[src/design/lla_pkg.sv]
// shared types and codes for the least-loaded bin allocator
`timescale 1ns / 1ps

package lla_pkg;

  // operation codes carried in the input tuser
  typedef enum logic [2:0] {
    FN_ALLOC  = 3'd0,
    FN_COMMIT = 3'd1,
    FN_DELETE = 3'd2,
    FN_CLEAR  = 3'd3,
    FN_INIT   = 3'd4
  } func_t;

  typedef enum logic [1:0] {
    STAT_OK       = 2'd0,
    STAT_RANGE    = 2'd1,
    STAT_NO_BINS  = 2'd2,
    STAT_DISABLED = 2'd3
  } status_t;

  // configuration register indexes
  typedef enum logic [1:0] {
    CFG_ENABLED   = 2'd0,
    CFG_MAX_BINS  = 2'd1,
    CFG_GROW_STEP = 2'd2,
    CFG_BIN_LIMIT = 2'd3
  } cfg_idx_t;

  typedef enum logic [2:0] {
    ST_IDLE,
    ST_DISPATCH,
    ST_SCAN,
    ST_CHECK,
    ST_GROW,
    ST_RMW,
    ST_DONE
  } state_t;

  typedef struct packed {
    logic        enabled;
    logic [6:0]  max_bins;
    logic [6:0]  grow_step;
    logic [15:0] bin_limit;
  } cfg_t;

  typedef struct packed {
    status_t     status;
    logic [6:0]  active_bins;
    logic [15:0] chosen_load;
    logic [6:0]  chosen_bin;
  } res_t;

endpackage

[src/design/lla_mem.sv]
// bin load memory, one write port and one registered read port
`timescale 1ns / 1ps

module lla_mem #(
  parameter int DEPTH = 64,
  parameter int WIDTH = 16,
  parameter int AW    = 6
) (
  input  logic             clk,
  input  logic             wr_en,
  input  logic [AW-1:0]    wr_addr,
  input  logic [WIDTH-1:0] wr_data,
  input  logic             rd_en,
  input  logic [AW-1:0]    rd_addr,
  output logic [WIDTH-1:0] rd_data
);

  logic [WIDTH-1:0] mem_r [DEPTH];
  logic [WIDTH-1:0] rd_data_r;

  always_ff @(posedge clk) begin
    if (wr_en) begin
      mem_r[wr_addr] <= wr_data;
    end
  end

  always_ff @(posedge clk) begin
    if (rd_en) begin
      rd_data_r <= mem_r[rd_addr];
    end
  end

  assign rd_data = rd_data_r;

endmodule

[src/design/lla_alu.sv]
// shared compare and saturating update unit for the bin loads
`timescale 1ns / 1ps

module lla_alu #(
  parameter int LOAD_WIDTH = 16
) (
  input  logic [LOAD_WIDTH-1:0] rd_data,
  input  logic [LOAD_WIDTH-1:0] best_val,
  input  logic [15:0]           bin_limit,
  input  logic                  dec,
  output logic                  lt,
  output logic                  ge_limit,
  output logic [LOAD_WIDTH-1:0] upd
);

  localparam int CMP_W = (LOAD_WIDTH > 16) ? LOAD_WIDTH : 16;

  always_comb begin
    lt       = rd_data < best_val;
    ge_limit = CMP_W'(best_val) >= CMP_W'(bin_limit);
    if (dec) begin
      upd = (rd_data == '0) ? rd_data : rd_data - LOAD_WIDTH'(1);
    end else begin
      upd = (rd_data == '1) ? rd_data : rd_data + LOAD_WIDTH'(1);
    end
  end

endmodule

[src/design/lla_ctrl.sv]
// sequencer: scan, grow and read-modify-write over the load memory
`timescale 1ns / 1ps

module lla_ctrl #(
  parameter int TABLE_DEPTH = 64,
  parameter int LOAD_WIDTH  = 16,
  parameter int IDX_W       = 6
) (
  input  logic                  clk,
  input  logic                  rst_n,
  input  logic                  in_valid,
  output logic                  in_ready,
  input  logic [2:0]            in_func,
  input  logic [6:0]            in_num,
  input  lla_pkg::cfg_t         cfg,
  input  logic                  out_free,
  output logic                  done,
  output lla_pkg::res_t         res,
  output logic                  rd_en,
  output logic [IDX_W-1:0]      rd_addr,
  input  logic [LOAD_WIDTH-1:0] rd_data,
  output logic                  wr_en,
  output logic [IDX_W-1:0]      wr_addr,
  output logic [LOAD_WIDTH-1:0] wr_data
);

  import lla_pkg::*;

  localparam int DEPTH_CAP = (TABLE_DEPTH < 127) ? TABLE_DEPTH : 127;

  state_t state_r, state_nxt;
  logic [2:0] func_r, func_nxt;
  logic [6:0] num_r, num_nxt;
  logic [6:0] total_r, total_nxt;
  logic [6:0] scan_r, scan_nxt;
  logic [6:0] grow_end_r, grow_end_nxt;
  logic [6:0] best_idx_r, best_idx_nxt;
  logic [LOAD_WIDTH-1:0] best_val_r, best_val_nxt;
  logic [6:0] chosen_r, chosen_nxt;
  logic [LOAD_WIDTH-1:0] load_r, load_nxt;
  status_t status_r, status_nxt;

  logic [6:0] cap;
  logic [7:0] target;
  logic       grow_ok;
  logic       range_bad;
  logic [6:0] data_idx;
  logic       grow_last;
  logic [6:0] rd_idx;
  logic       lt, ge_limit;
  logic [LOAD_WIDTH-1:0] upd;

  assign cap       = (cfg.max_bins < 7'(DEPTH_CAP)) ? cfg.max_bins : 7'(DEPTH_CAP);
  assign target    = {1'b0, total_r} + {1'b0, cfg.grow_step};
  // a zero step changes nothing, so it is handled as no growth
  assign grow_ok   = (cfg.grow_step != 7'd0) && (target <= {1'b0, cap});
  assign range_bad = (num_r == 7'd0) || (num_r > total_r);
  assign data_idx  = scan_r - 7'd1;
  assign grow_last = (scan_r + 7'd1) == grow_end_r;

  lla_alu #(.LOAD_WIDTH(LOAD_WIDTH)) u_alu (
    .rd_data  (rd_data),
    .best_val (best_val_r),
    .bin_limit(cfg.bin_limit),
    .dec      (func_r == FN_DELETE),
    .lt       (lt),
    .ge_limit (ge_limit),
    .upd      (upd)
  );

  always_comb begin
    state_nxt = state_r;
    unique case (state_r)
      ST_IDLE: begin
        if (in_valid) state_nxt = ST_DISPATCH;
      end
      ST_DISPATCH: begin
        if (!cfg.enabled) begin
          state_nxt = ST_DONE;
        end else begin
          unique case (func_r)
            FN_ALLOC:  state_nxt = (total_r == 7'd0) ? ST_DONE : ST_SCAN;
            FN_COMMIT,
            FN_DELETE: state_nxt = range_bad ? ST_DONE : ST_RMW;
            FN_INIT:   state_nxt = grow_ok ? ST_GROW : ST_DONE;
            default:   state_nxt = ST_DONE;
          endcase
        end
      end
      ST_SCAN: begin
        if (scan_r == total_r) state_nxt = ST_CHECK;
      end
      ST_CHECK: begin
        state_nxt = (ge_limit && grow_ok) ? ST_GROW : ST_DONE;
      end
      ST_GROW: begin
        if (grow_last) state_nxt = ST_DONE;
      end
      ST_RMW: begin
        state_nxt = ST_DONE;
      end
      ST_DONE: begin
        if (out_free) state_nxt = ST_IDLE;
      end
      default: state_nxt = ST_IDLE;
    endcase
  end

  // handshake and memory port controls
  always_comb begin
    in_ready = 1'b0;
    done     = 1'b0;
    rd_en    = 1'b0;
    rd_idx   = 7'd0;
    wr_en    = 1'b0;
    wr_addr  = IDX_W'(scan_r);
    wr_data  = '0;
    unique case (state_r)
      ST_IDLE: in_ready = 1'b1;
      ST_DISPATCH: begin
        if (func_r == FN_ALLOC) begin
          rd_en = 1'b1;
        end else begin
          rd_en  = (func_r == FN_COMMIT) || (func_r == FN_DELETE);
          rd_idx = num_r - 7'd1;
        end
      end
      ST_SCAN: begin
        rd_en  = scan_r != total_r;
        rd_idx = scan_r;
      end
      ST_GROW: wr_en = 1'b1;
      ST_RMW: begin
        wr_en   = 1'b1;
        wr_addr = IDX_W'(num_r - 7'd1);
        wr_data = upd;
      end
      ST_DONE: done = out_free;
      default: ;
    endcase
  end

  assign rd_addr = IDX_W'(rd_idx);

  always_comb begin
    func_nxt     = func_r;
    num_nxt      = num_r;
    total_nxt    = total_r;
    scan_nxt     = scan_r;
    grow_end_nxt = grow_end_r;
    best_idx_nxt = best_idx_r;
    best_val_nxt = best_val_r;
    chosen_nxt   = chosen_r;
    load_nxt     = load_r;
    status_nxt   = status_r;
    unique case (state_r)
      ST_IDLE: begin
        if (in_valid) begin
          func_nxt = in_func;
          num_nxt  = in_num;
        end
      end
      ST_DISPATCH: begin
        chosen_nxt = 7'd0;
        load_nxt   = '0;
        status_nxt = STAT_OK;
        if (!cfg.enabled) begin
          status_nxt = STAT_DISABLED;
        end else begin
          unique case (func_r)
            FN_ALLOC: begin
              if (total_r == 7'd0) status_nxt = STAT_NO_BINS;
              else scan_nxt = 7'd1;
            end
            FN_COMMIT,
            FN_DELETE: begin
              if (range_bad) status_nxt = STAT_RANGE;
            end
            FN_CLEAR: total_nxt = 7'd0;
            FN_INIT: begin
              scan_nxt     = total_r;
              grow_end_nxt = target[6:0];
            end
            default: ;
          endcase
        end
      end
      ST_SCAN: begin
        // first data seeds the minimum, strict less keeps the lowest index on ties
        if (data_idx == 7'd0 || lt) begin
          best_idx_nxt = data_idx;
          best_val_nxt = rd_data;
        end
        if (scan_r != total_r) scan_nxt = scan_r + 7'd1;
      end
      ST_CHECK: begin
        if (ge_limit && grow_ok) begin
          scan_nxt     = total_r;
          grow_end_nxt = target[6:0];
        end else begin
          chosen_nxt = best_idx_r + 7'd1;
          load_nxt   = best_val_r;
        end
      end
      ST_GROW: begin
        scan_nxt = scan_r + 7'd1;
        if (grow_last) begin
          total_nxt = grow_end_r;
          // new bins are empty: the old minimum wins only if it is empty too
          if (func_r == FN_ALLOC) begin
            chosen_nxt = (best_val_r == '0) ? best_idx_r + 7'd1 : total_r + 7'd1;
            load_nxt   = '0;
          end
        end
      end
      ST_RMW: load_nxt = upd;
      ST_DONE: ;
      default: ;
    endcase
  end

  always_ff @(posedge clk) begin
    if (!rst_n) begin
      state_r <= ST_IDLE;
      total_r <= 7'd0;
    end else begin
      state_r <= state_nxt;
      total_r <= total_nxt;
    end
  end

  always_ff @(posedge clk) begin
    func_r     <= func_nxt;
    num_r      <= num_nxt;
    scan_r     <= scan_nxt;
    grow_end_r <= grow_end_nxt;
    best_idx_r <= best_idx_nxt;
    best_val_r <= best_val_nxt;
    chosen_r   <= chosen_nxt;
    load_r     <= load_nxt;
    status_r   <= status_nxt;
  end

  assign res.status      = status_r;
  assign res.active_bins = total_r;
  assign res.chosen_load = 16'(load_r);
  assign res.chosen_bin  = chosen_r;

endmodule

[src/design/least_loaded_bin_allocator_core.sv]
// least-loaded bin allocator: config registers, output register, sequencer and memory
`timescale 1ns / 1ps
//
// Keeps one occupancy counter per bin and a count of active bins.
// Input transaction: in_tuser carries the operation (allocate, commit,
// delete, clear, init grow), in_tdata the 1-based bin number for commit
// and delete. Each input gives exactly one output transaction with the
// chosen bin, its load, the active bin count and a status code.
// Configuration must be written through cfg_we / cfg_addr / cfg_wdata only
// while the block is idle; the block does not enforce this. Registers written
// while idle take effect on the next operation. An allocate scans the active
// bins, reading one counter per cycle through the single memory read port
// and one compare unit, and may then grow the table.
// Commit and delete read the counter, then update it and write it back.
// The sequencer returns to idle before the next transaction is taken;
// in_tready is high only while idle.
// A finished result waits in the output register while the receiver stalls,
// and a new operation can be accepted meanwhile; it completes once the
// register has been emptied.
// Reset clears the bin count and restores the register defaults; no memory
// clearing pass is needed since grown bins are zeroed as they are added.
//
module least_loaded_bin_allocator_core #(
  parameter int TABLE_DEPTH = 64,
  parameter int LOAD_WIDTH  = 16
) (
  input  logic        clk,
  input  logic        rst_n,
  input  logic        in_tvalid,
  output logic        in_tready,
  input  logic [7:0]  in_tdata,   // [6:0] bin_number
  input  logic [2:0]  in_tuser,   // [2:0] func
  output logic        out_tvalid,
  input  logic        out_tready,
  output logic [31:0] out_tdata,  // [6:0] chosen_bin, [22:7] chosen_load, [29:23] active_bins
  output logic [1:0]  out_tuser,  // [1:0] status
  input  logic        cfg_we,
  input  logic [1:0]  cfg_addr,
  input  logic [15:0] cfg_wdata
);

  import lla_pkg::*;

  localparam int IDX_W     = (TABLE_DEPTH > 1) ? $clog2(TABLE_DEPTH) : 1;
  localparam int DEPTH_CAP = (TABLE_DEPTH < 127) ? TABLE_DEPTH : 127;

  cfg_t cfg_r;
  logic out_valid_r;
  res_t out_res_r;

  logic out_free;
  logic done;
  res_t res;
  logic                  rd_en, wr_en;
  logic [IDX_W-1:0]      rd_addr, wr_addr;
  logic [LOAD_WIDTH-1:0] rd_data, wr_data;

  always_ff @(posedge clk) begin
    if (!rst_n) begin
      cfg_r.enabled   <= 1'b1;
      cfg_r.max_bins  <= 7'd64;
      cfg_r.grow_step <= 7'd4;
      cfg_r.bin_limit <= 16'd255;
    end else if (cfg_we) begin
      unique case (cfg_addr)
        CFG_ENABLED:   cfg_r.enabled   <= cfg_wdata[0];
        CFG_MAX_BINS:  cfg_r.max_bins  <= cfg_wdata[6:0];
        CFG_GROW_STEP: cfg_r.grow_step <= cfg_wdata[6:0];
        CFG_BIN_LIMIT: cfg_r.bin_limit <= cfg_wdata;
        default: ;
      endcase
    end
  end

  assign out_free = !out_valid_r || out_tready;

  always_ff @(posedge clk) begin
    if (!rst_n) begin
      out_valid_r <= 1'b0;
    end else if (done) begin
      out_valid_r <= 1'b1;
    end else if (out_tready) begin
      out_valid_r <= 1'b0;
    end
  end

  always_ff @(posedge clk) begin
    if (done) begin
      out_res_r <= res;
    end
  end

  lla_ctrl #(
    .TABLE_DEPTH(TABLE_DEPTH),
    .LOAD_WIDTH (LOAD_WIDTH),
    .IDX_W      (IDX_W)
  ) u_ctrl (
    .clk     (clk),
    .rst_n   (rst_n),
    .in_valid(in_tvalid),
    .in_ready(in_tready),
    .in_func (in_tuser),
    .in_num  (in_tdata[6:0]),
    .cfg     (cfg_r),
    .out_free(out_free),
    .done    (done),
    .res     (res),
    .rd_en   (rd_en),
    .rd_addr (rd_addr),
    .rd_data (rd_data),
    .wr_en   (wr_en),
    .wr_addr (wr_addr),
    .wr_data (wr_data)
  );

  lla_mem #(
    .DEPTH(TABLE_DEPTH),
    .WIDTH(LOAD_WIDTH),
    .AW   (IDX_W)
  ) u_mem (
    .clk    (clk),
    .wr_en  (wr_en),
    .wr_addr(wr_addr),
    .wr_data(wr_data),
    .rd_en  (rd_en),
    .rd_addr(rd_addr),
    .rd_data(rd_data)
  );

  assign out_tvalid = out_valid_r;
  assign out_tdata  = {2'b00, out_res_r.active_bins, out_res_r.chosen_load,
                       out_res_r.chosen_bin};
  assign out_tuser  = out_res_r.status;

  // the table never grows past the storage depth
  a_active_cap: assert property (@(posedge clk) disable iff (!rst_n)
    out_tvalid |-> (out_res_r.active_bins <= 7'(DEPTH_CAP)))
    else $error("active bin count beyond table depth");

  // a disabled operation reports no bin and no load
  a_disabled_zero: assert property (@(posedge clk) disable iff (!rst_n)
    (out_tvalid && out_res_r.status == STAT_DISABLED) |->
      (out_res_r.chosen_bin == 7'd0 && out_res_r.chosen_load == 16'd0))
    else $error("disabled result carries data");

  // a chosen bin is always an active one and only comes with ok status
  a_chosen_valid: assert property (@(posedge clk) disable iff (!rst_n)
    (out_tvalid && out_res_r.chosen_bin != 7'd0) |->
      (out_res_r.chosen_bin <= out_res_r.active_bins && out_res_r.status == STAT_OK))
    else $error("chosen bin outside active range");

  // the sequencer goes busy right after taking a transaction
  a_busy_after_accept: assert property (@(posedge clk) disable iff (!rst_n)
    (in_tvalid && in_tready) |=> !in_tready)
    else $error("ready while an operation is in flight");

endmodule
[config.mk]
export PLATFORM = sky130hd
export DESIGN_NAME = least_loaded_bin_allocator_core
export DESIGN_NICKNAME = d
export VERILOG_FILES = /design/src/design/lla_pkg.sv /design/src/design/lla_mem.sv /design/src/design/lla_alu.sv /design/src/design/lla_ctrl.sv /design/src/design/least_loaded_bin_allocator_core.sv
export SDC_FILE = /design/constraint.sdc
export NUM_CORES = 1
export LEC_CHECK = 0
export BUFFER_PORTS_ARGS = -buffer_cell sky130_fd_sc_hd__buf_2
export CORE_MARGIN = 2
export CORE_UTILIZATION = 60
export DETAILED_ROUTE_END_ITERATION = 10
export PLACE_DENSITY = 0.76
export SYNTH_ARGS = -nofsm -noshare
export SYNTH_HDL_FRONTEND = slang
export SYNTH_SLANG_ARGS = --single-unit
[constraint.sdc]
create_clock -name clk -period 11.6 [get_ports clk]
set_input_delay 2.32 -clock clk [delete_from_list [all_inputs] [get_ports clk]]
set_output_delay 2.32 -clock clk [all_outputs]
set_load 0.02 [all_outputs]
After elaboration in Yosys (flattened, before gate mapping)
Memory sizes are Yosys's and may differ from the RTL's. A register that Yosys moved wholly into a read port is not among the register bits.
Index checks and enable logic that the tools add are counted.

storage, ports and cells
  bits of input ports = 34
  memories = 1
  memory bits (read-only) = 0
  register bits = 146
  memory bits (writable) = 1,024
  word-level logic and storage cells = 154
  latch bits = 0

memory list
  memory       words  bits a word  read ports  clocked after Yosys merged registers in  write ports  line           RTL
  u_mem.mem_r  64     16           1           1                                        1            lla_mem.sv:18  logic [WIDTH-1:0] mem_r [DEPTH];

cells by class
  add/sub/neg operators = 8
  $mul = 0
  shift operators = 0
  reductions and logical operators = 36
  muxes and demuxes = 54
  bitwise operators = 0
  div/mod/pow operators = 0
  magnitude comparators = 5
  eq/ne operators = 30

operator list
  cell                   count
  $mux 16                7
  $mux 7                 15
  $pmux 16 s4            1
  $pmux 7 s2             3
  $logic_not 16->1       2
  $pmux 7 s4             1
  $add 7x1->7 const B    3
  $logic_not 7->1        3
  $pmux 3 s7             1
  $pmux 7 s3             1
  $reduce_and 4->1       5
  $mux 3                 6
  $add 16x1->16 const B  1
  $eq 16x16->1 const B   1
  $ge 16x16->1           1
  $lt 16x16->1           1
  $sub 16x1->16 const B  1
  $eq 7x7->1             2
  $eq 3x2->1 const B     4
  $eq 3x3->1 const B     4
  $mux 6                 2
  $ne 2x1->1 const B     6
  $pmux 6 s2             1
  $reduce_and 2->1       6
  other kinds (29)       55

Longest topological paths before layout
  word-level depth = 8
  gate-level depth with buffers = 17

Hierarchy
From an unflattened synthesis, not the netlist that was laid out.

unflattened totals
  cell total of the unflattened synthesis = 2,671
  area total of the unflattened synthesis = 48,874.4 um2

modules (own cells, without submodules)
  module                           times used  area an instance (um2)  cells each  sequential area each (um2)
  lla_mem                          1           40,202.3                1,829       31,230.0
  lla_ctrl                         1           4,838.4                 458         2,362.3
  least_loaded_bin_allocator_core  1           2,307.2                 173         1,601.5
  lla_alu                          1           1,526.5                 211         0.0

Least setup slack after synthesis
OpenSTA, ideal clock, no wires.

  path type = flip-flop to flip-flop
  from = reg u_mem.rd_data_r[7] (netlist: u_mem.rd_data[7]), read port of u_mem.mem_r
  to = mem u_mem.mem_r[0][1], data pin
  data arrival time = 4,636 ps
  cell stages (with the launch flop) = 7
  required time = 10,821 ps
  setup time = 779 ps
  setup slack = 6,185 ps
  path through = edfxtp_1 clkbuf_1 or4_1 nor3_2 a31oi_1 nand2b_1 a311oi_1

on the way
  cells in the longest elaborated chain, start to end = 4
  elaborated cells between the ends (all ways) = 6
  those cells by class = eq/ne (1); mux (4); reduce/logical (1)

RTL lines
  item                                              line                          RTL
  from (decl)                                       lla_mem.sv:19                 logic [WIDTH-1:0] rd_data_r;
  $eq 16x16->1 or $logic_not 16->1 (tied branches)  lla_alu.sv:24, lla_alu.sv:22
  $mux 16, on equally long branches                 lla_alu.sv:24, lla_alu.sv:22
  $mux 16 (*)                                       lla_alu.sv:21                 if (dec) begin
  $mux 16 (*)                                       lla_ctrl.sv:118               unique case (state_r)
  net u_ctrl.wr_data[1]                             lla_ctrl.sv:24                output logic [LOAD_WIDTH-1:0] wr_data
  to (decl)                                         lla_mem.sv:18

The timed path passes the listed nets; every way through them passes the cells marked *.

Worst setup path in the final report
  from = reg u_ctrl.state_r[0]
  to = reg u_mem.rd_data_r[11] (netlist: u_mem.rd_data[11]), read port of u_mem.mem_r, data pin

on the way
  cells in the longest elaborated chain, start to end = 2
  elaborated cells between the ends (all ways) = 4
  those cells by class = eq/ne (2); mux (2)

RTL lines
  item                                      line             RTL
  from (decl)                               lla_ctrl.sv:31   state_t state_r, state_nxt;
  from (signal assigned)                    lla_ctrl.sv:227  state_r <= state_nxt;
  $eq 3x2->1 or $eq 3x1->1 (tied branches)  lla_ctrl.sv:118
  $pmux 6 s2 or $pmux 1 s2 (tied branches)  lla_ctrl.sv:118

Several ways; a longest one is shown, not always the timed one.
A chain may end at the register's enable or synchronous reset.

==> flow_summary.yaml <==
status:
  outcome: "complete, no violations"
final_layout:
  stdcell_count: 5109
  design_area_um2: 54100
  syn_to_final_growth_pct: 11.2
  final_nets: 4057
  fillers: 5423
  diodes: 0
  drive_gt1_frac: 0.0906
logic_synthesis:
  yosys.area.top_type_share: 0.706
  ys_seq_elements: 1186
  synth_commonest_cells: "edfxtp_1 (1144), nand2_1 (1117), nand3_1 (548), nand4_1 (142), nor2_1 (126)"
  ys_seq_area_frac: 0.724
  synth_area_um2: 48600
  syn_avg_cell_area_um2: 12.5
  synth_most_common_cell: "edfxtp_1"
  synth.largest_area_cell: "edfxtp_1"
  ys_async_sr_fraction: 0
  synth_flop_cell: "edfxtp_1"
  synth.area.top_cells: "edfxtp_1 (71%), nand2_1 (8.6%), nand3_1 (5.6%), nand4_1 (1.8%), dfxtp_1 (1.7%)"
  netlist_instances: 3885
  yosys_warnings: 0
  synth.distinct_cells: 66
  synth-edff-count: 1144
placement:
  gp_routability_congestion: 0.905
  placed_cell_area_um2: 50400
  hpwl_mm: 67.0
  portBuffers: 66
  post-place-ws_ps: 6180
  place_inst: 4905
cts:
  ctsResizeCount: 0
  holdBufCountCts: 0
  htreeDepth: 3
  cts_sinks: 1186
  insertion_delay_ps: 690
  cts_buffers: 113
  clk_pin_slew_worst_paths_ps: 70
  ctsRootBufferMaster: "clkbuf_16"
  cts_tree: "yes"
  post-cts-setup-buffer-count: 0
  cts_buffer_depth: 3
setup_path:
  start_kind: "register"
  cp_common_cell: "buf_4"
  cp.arrival_ps: 6140
  rr_worst_depth: 9
  cp_max_fo: 85
  slowest_delay_ps: 910
  cp-endpoint: "u_mem.rd_data[11]"
  worst_setup_path_end_kind: "register"
  worstSetupStartpoint: "u_ctrl.state_r[0]"
  r2r_end: "u_mem.rd_data[11]"
  cp_slowest_cell: "a32o_4"
  reg2reg_slack_ps: 5950
  worstSetupPathType: "register to register"
  cp.required_ps: 12080
  cp_cell_sequence: "nor3b_4 > a32o_4 > buf_4 > buf_4 > nand2_1 > nand3_1 > nand4_1 > a22oi_1 > and4_1"
  r2r_start: "u_ctrl.state_r[0]"
min_path:
  hold_path.class: "register to register"
drt:
  ant_nets: 0
  drt_wl_total_mm: 123
  vias: 31900
  post_drt_via_cell_ratio: 6.24
  wl_per_cell_um: 24.1
  drt-pass1-iter-count: 6
  first_iter_violations: 4743
  drc: 0
job:
  maxCapViolations: 0
timing:
  clock.fmax_mhz: 177
  worst_slew_pin_slew_ps: 1180
  finalHoldViolCount: 0
  finalCritPeriodShare: 0.487
  setup_ws_ps: 5950
  tns_ps: 0
  rsz0062_at_grt: "false"
  layout_min_cycle_time_ps: 5650
  slew_viol_final: 0
  slew_headroom: 0.215
  finClkSkew_ps: 33.2
  setup_viol: 0
power:
  p_leak_nw: 18.9
  power.density_nw_per_um2: 208
  max-vdd-ir-drop_v: 0.000146
  total_power_mw: 11.2
floorplan:
  start_util: 0.605
  die_height_um: 289
  die_w_um: 289
  coreArea_um2: 80400
  rows: 104
  io_pins: 70
  die_area_um2: 83300
global_routing:
  grt_pass1_vias: 30600
  grt_max_degree: 186
  grt_usage: 0.295
  grt-ovfl-total: 0
  antenna_found_initial: 2
  grt_first_pass_wirelength_mm: 183
-- logic make-up (layout without fill, tap and decap cells) --
kind of cell | Yosys count | after routing | synth area share
AO/OA/AOI/OAI | 229 | 229 | 0.0329
multiplexers | 23 | 23 | 0.00476
flip-flops | 1186 | 1186 | 0.724
buffers and inverters | 272 | 435 | 0.0234
AND/OR/NAND/NOR | 2054 | 2054 | 0.188
XOR/XNOR | 57 | 57 | 0.0111
adder cells (fa/ha/maj) | 63 | 63 | 0.0164
other | 1 | 2 | 0.0000771
-- area by class of cell --
cell class	count	area (um^2)	area share
well taps	1060	1330	0.0245
multi-input cells	2428	12500	0.232
clock buffers	132	2900	0.0536
inverters	60	225	0.00417
repair buffers	171	1180	0.0218
clock inverters	72	714	0.0132
flip-flops and latches	1186	35200	0.651
-- placed cells by master (no fill, tap or decap), drive strengths merged, types with 4 or more instances in the layout --
| cell type | count |
|---|---|
| edfxtp | 1144 |
| nand2 | 1118 |
| nand3 | 548 |
| buf | 171 |
| nand4 | 142 |
| clkbuf | 132 |
| nor2 | 126 |
| inv | 67 |
| a22oi | 66 |
| ha | 62 |
| clkinv | 51 |
| dfxtp | 42 |
| a21oi | 39 |
| o21ai | 28 |
| xnor2 | 27 |
| xor2 | 27 |
| mux2i | 22 |
| nor3 | 19 |
| and4 | 17 |
| a21o | 17 |
| and2 | 13 |
| and3 | 12 |
| o211ai | 12 |
| a22o | 11 |
| bufinv | 11 |
| or3 | 10 |
| nand2b | 10 |
| nor4 | 10 |
| o22ai | 10 |
| o21a | 10 |
| nor2b | 9 |
| o31ai | 6 |
| nor3b | 6 |
| nand3b | 4 |
| a31oi | 4 |
-- critical path, delay by kind of cell (launching register included) --
kind	cells	cell delay [ps]
AOI/OAI and AO/OA	2	1440
buffers and inverters	2	1690
DFF	1	760
and+or+nand+nor	5	1460
-- power by group --
part           leakage, nW  internal [mW]  switching [mW]
sequential            10.5           4.91           0.159
clock                 1.77           2.04            1.58
combinational         6.67          0.698            1.86
total                 18.9           7.64            3.60
-- through the flow --
step	hold WS, ps	util
floorplan	400	-
global placement	403	0.627
detailed placement	405	0.627
CTS	416	0.672
global route	426	0.672
finish	414	0.672
-- routing by layer --
metal | global-route usage | vias up | wire length [um]
li1 | - | 14300 | -
met1 | 0.401 | 15400 | 45600
met2 | 0.468 | 1973 | 58100
met3 | 0.0513 | 288 | 13500
met4 | 0.138 | 0 | 5700
met5 | 0 | - | 0
-- state kept, by name, summed over array words and instances (netlist names) --
signal and flops:
cfg_r 31, out_tdata 30, out_tuser 2, out_tvalid 1, u_ctrl.best_idx_r 7, u_ctrl.best_val_r 16, u_ctrl.chosen_r 7, u_ctrl.func_r 3
u_ctrl.grow_end_r 7, u_ctrl.load_r 16, u_ctrl.num_r 7, u_ctrl.scan_r 7, u_ctrl.state_r 3, u_ctrl.status_r 2, u_ctrl.total_r 7, u_mem.mem_r 1024
u_mem.rd_data 16
-- worst min path at each step --
| stage | cells past startpoint | to | start |
|---|---|---|---|
| final | 0 | out_tdata[14] | u_ctrl.load_r[7] |
| after global routing | 0 | out_tdata[9] | u_ctrl.load_r[2] |
| after CTS | 0 | out_tdata[14] | u_ctrl.load_r[7] |
| after detailed placement | 0 | out_tdata[18] | u_ctrl.load_r[11] |
| after global placement | 0 | out_tdata[15] | u_ctrl.load_r[8] |
| after floorplan | 0 | out_tdata[0] | u_ctrl.chosen_r[0] |
No activity file was read; power rests on OpenSTA's default activity.
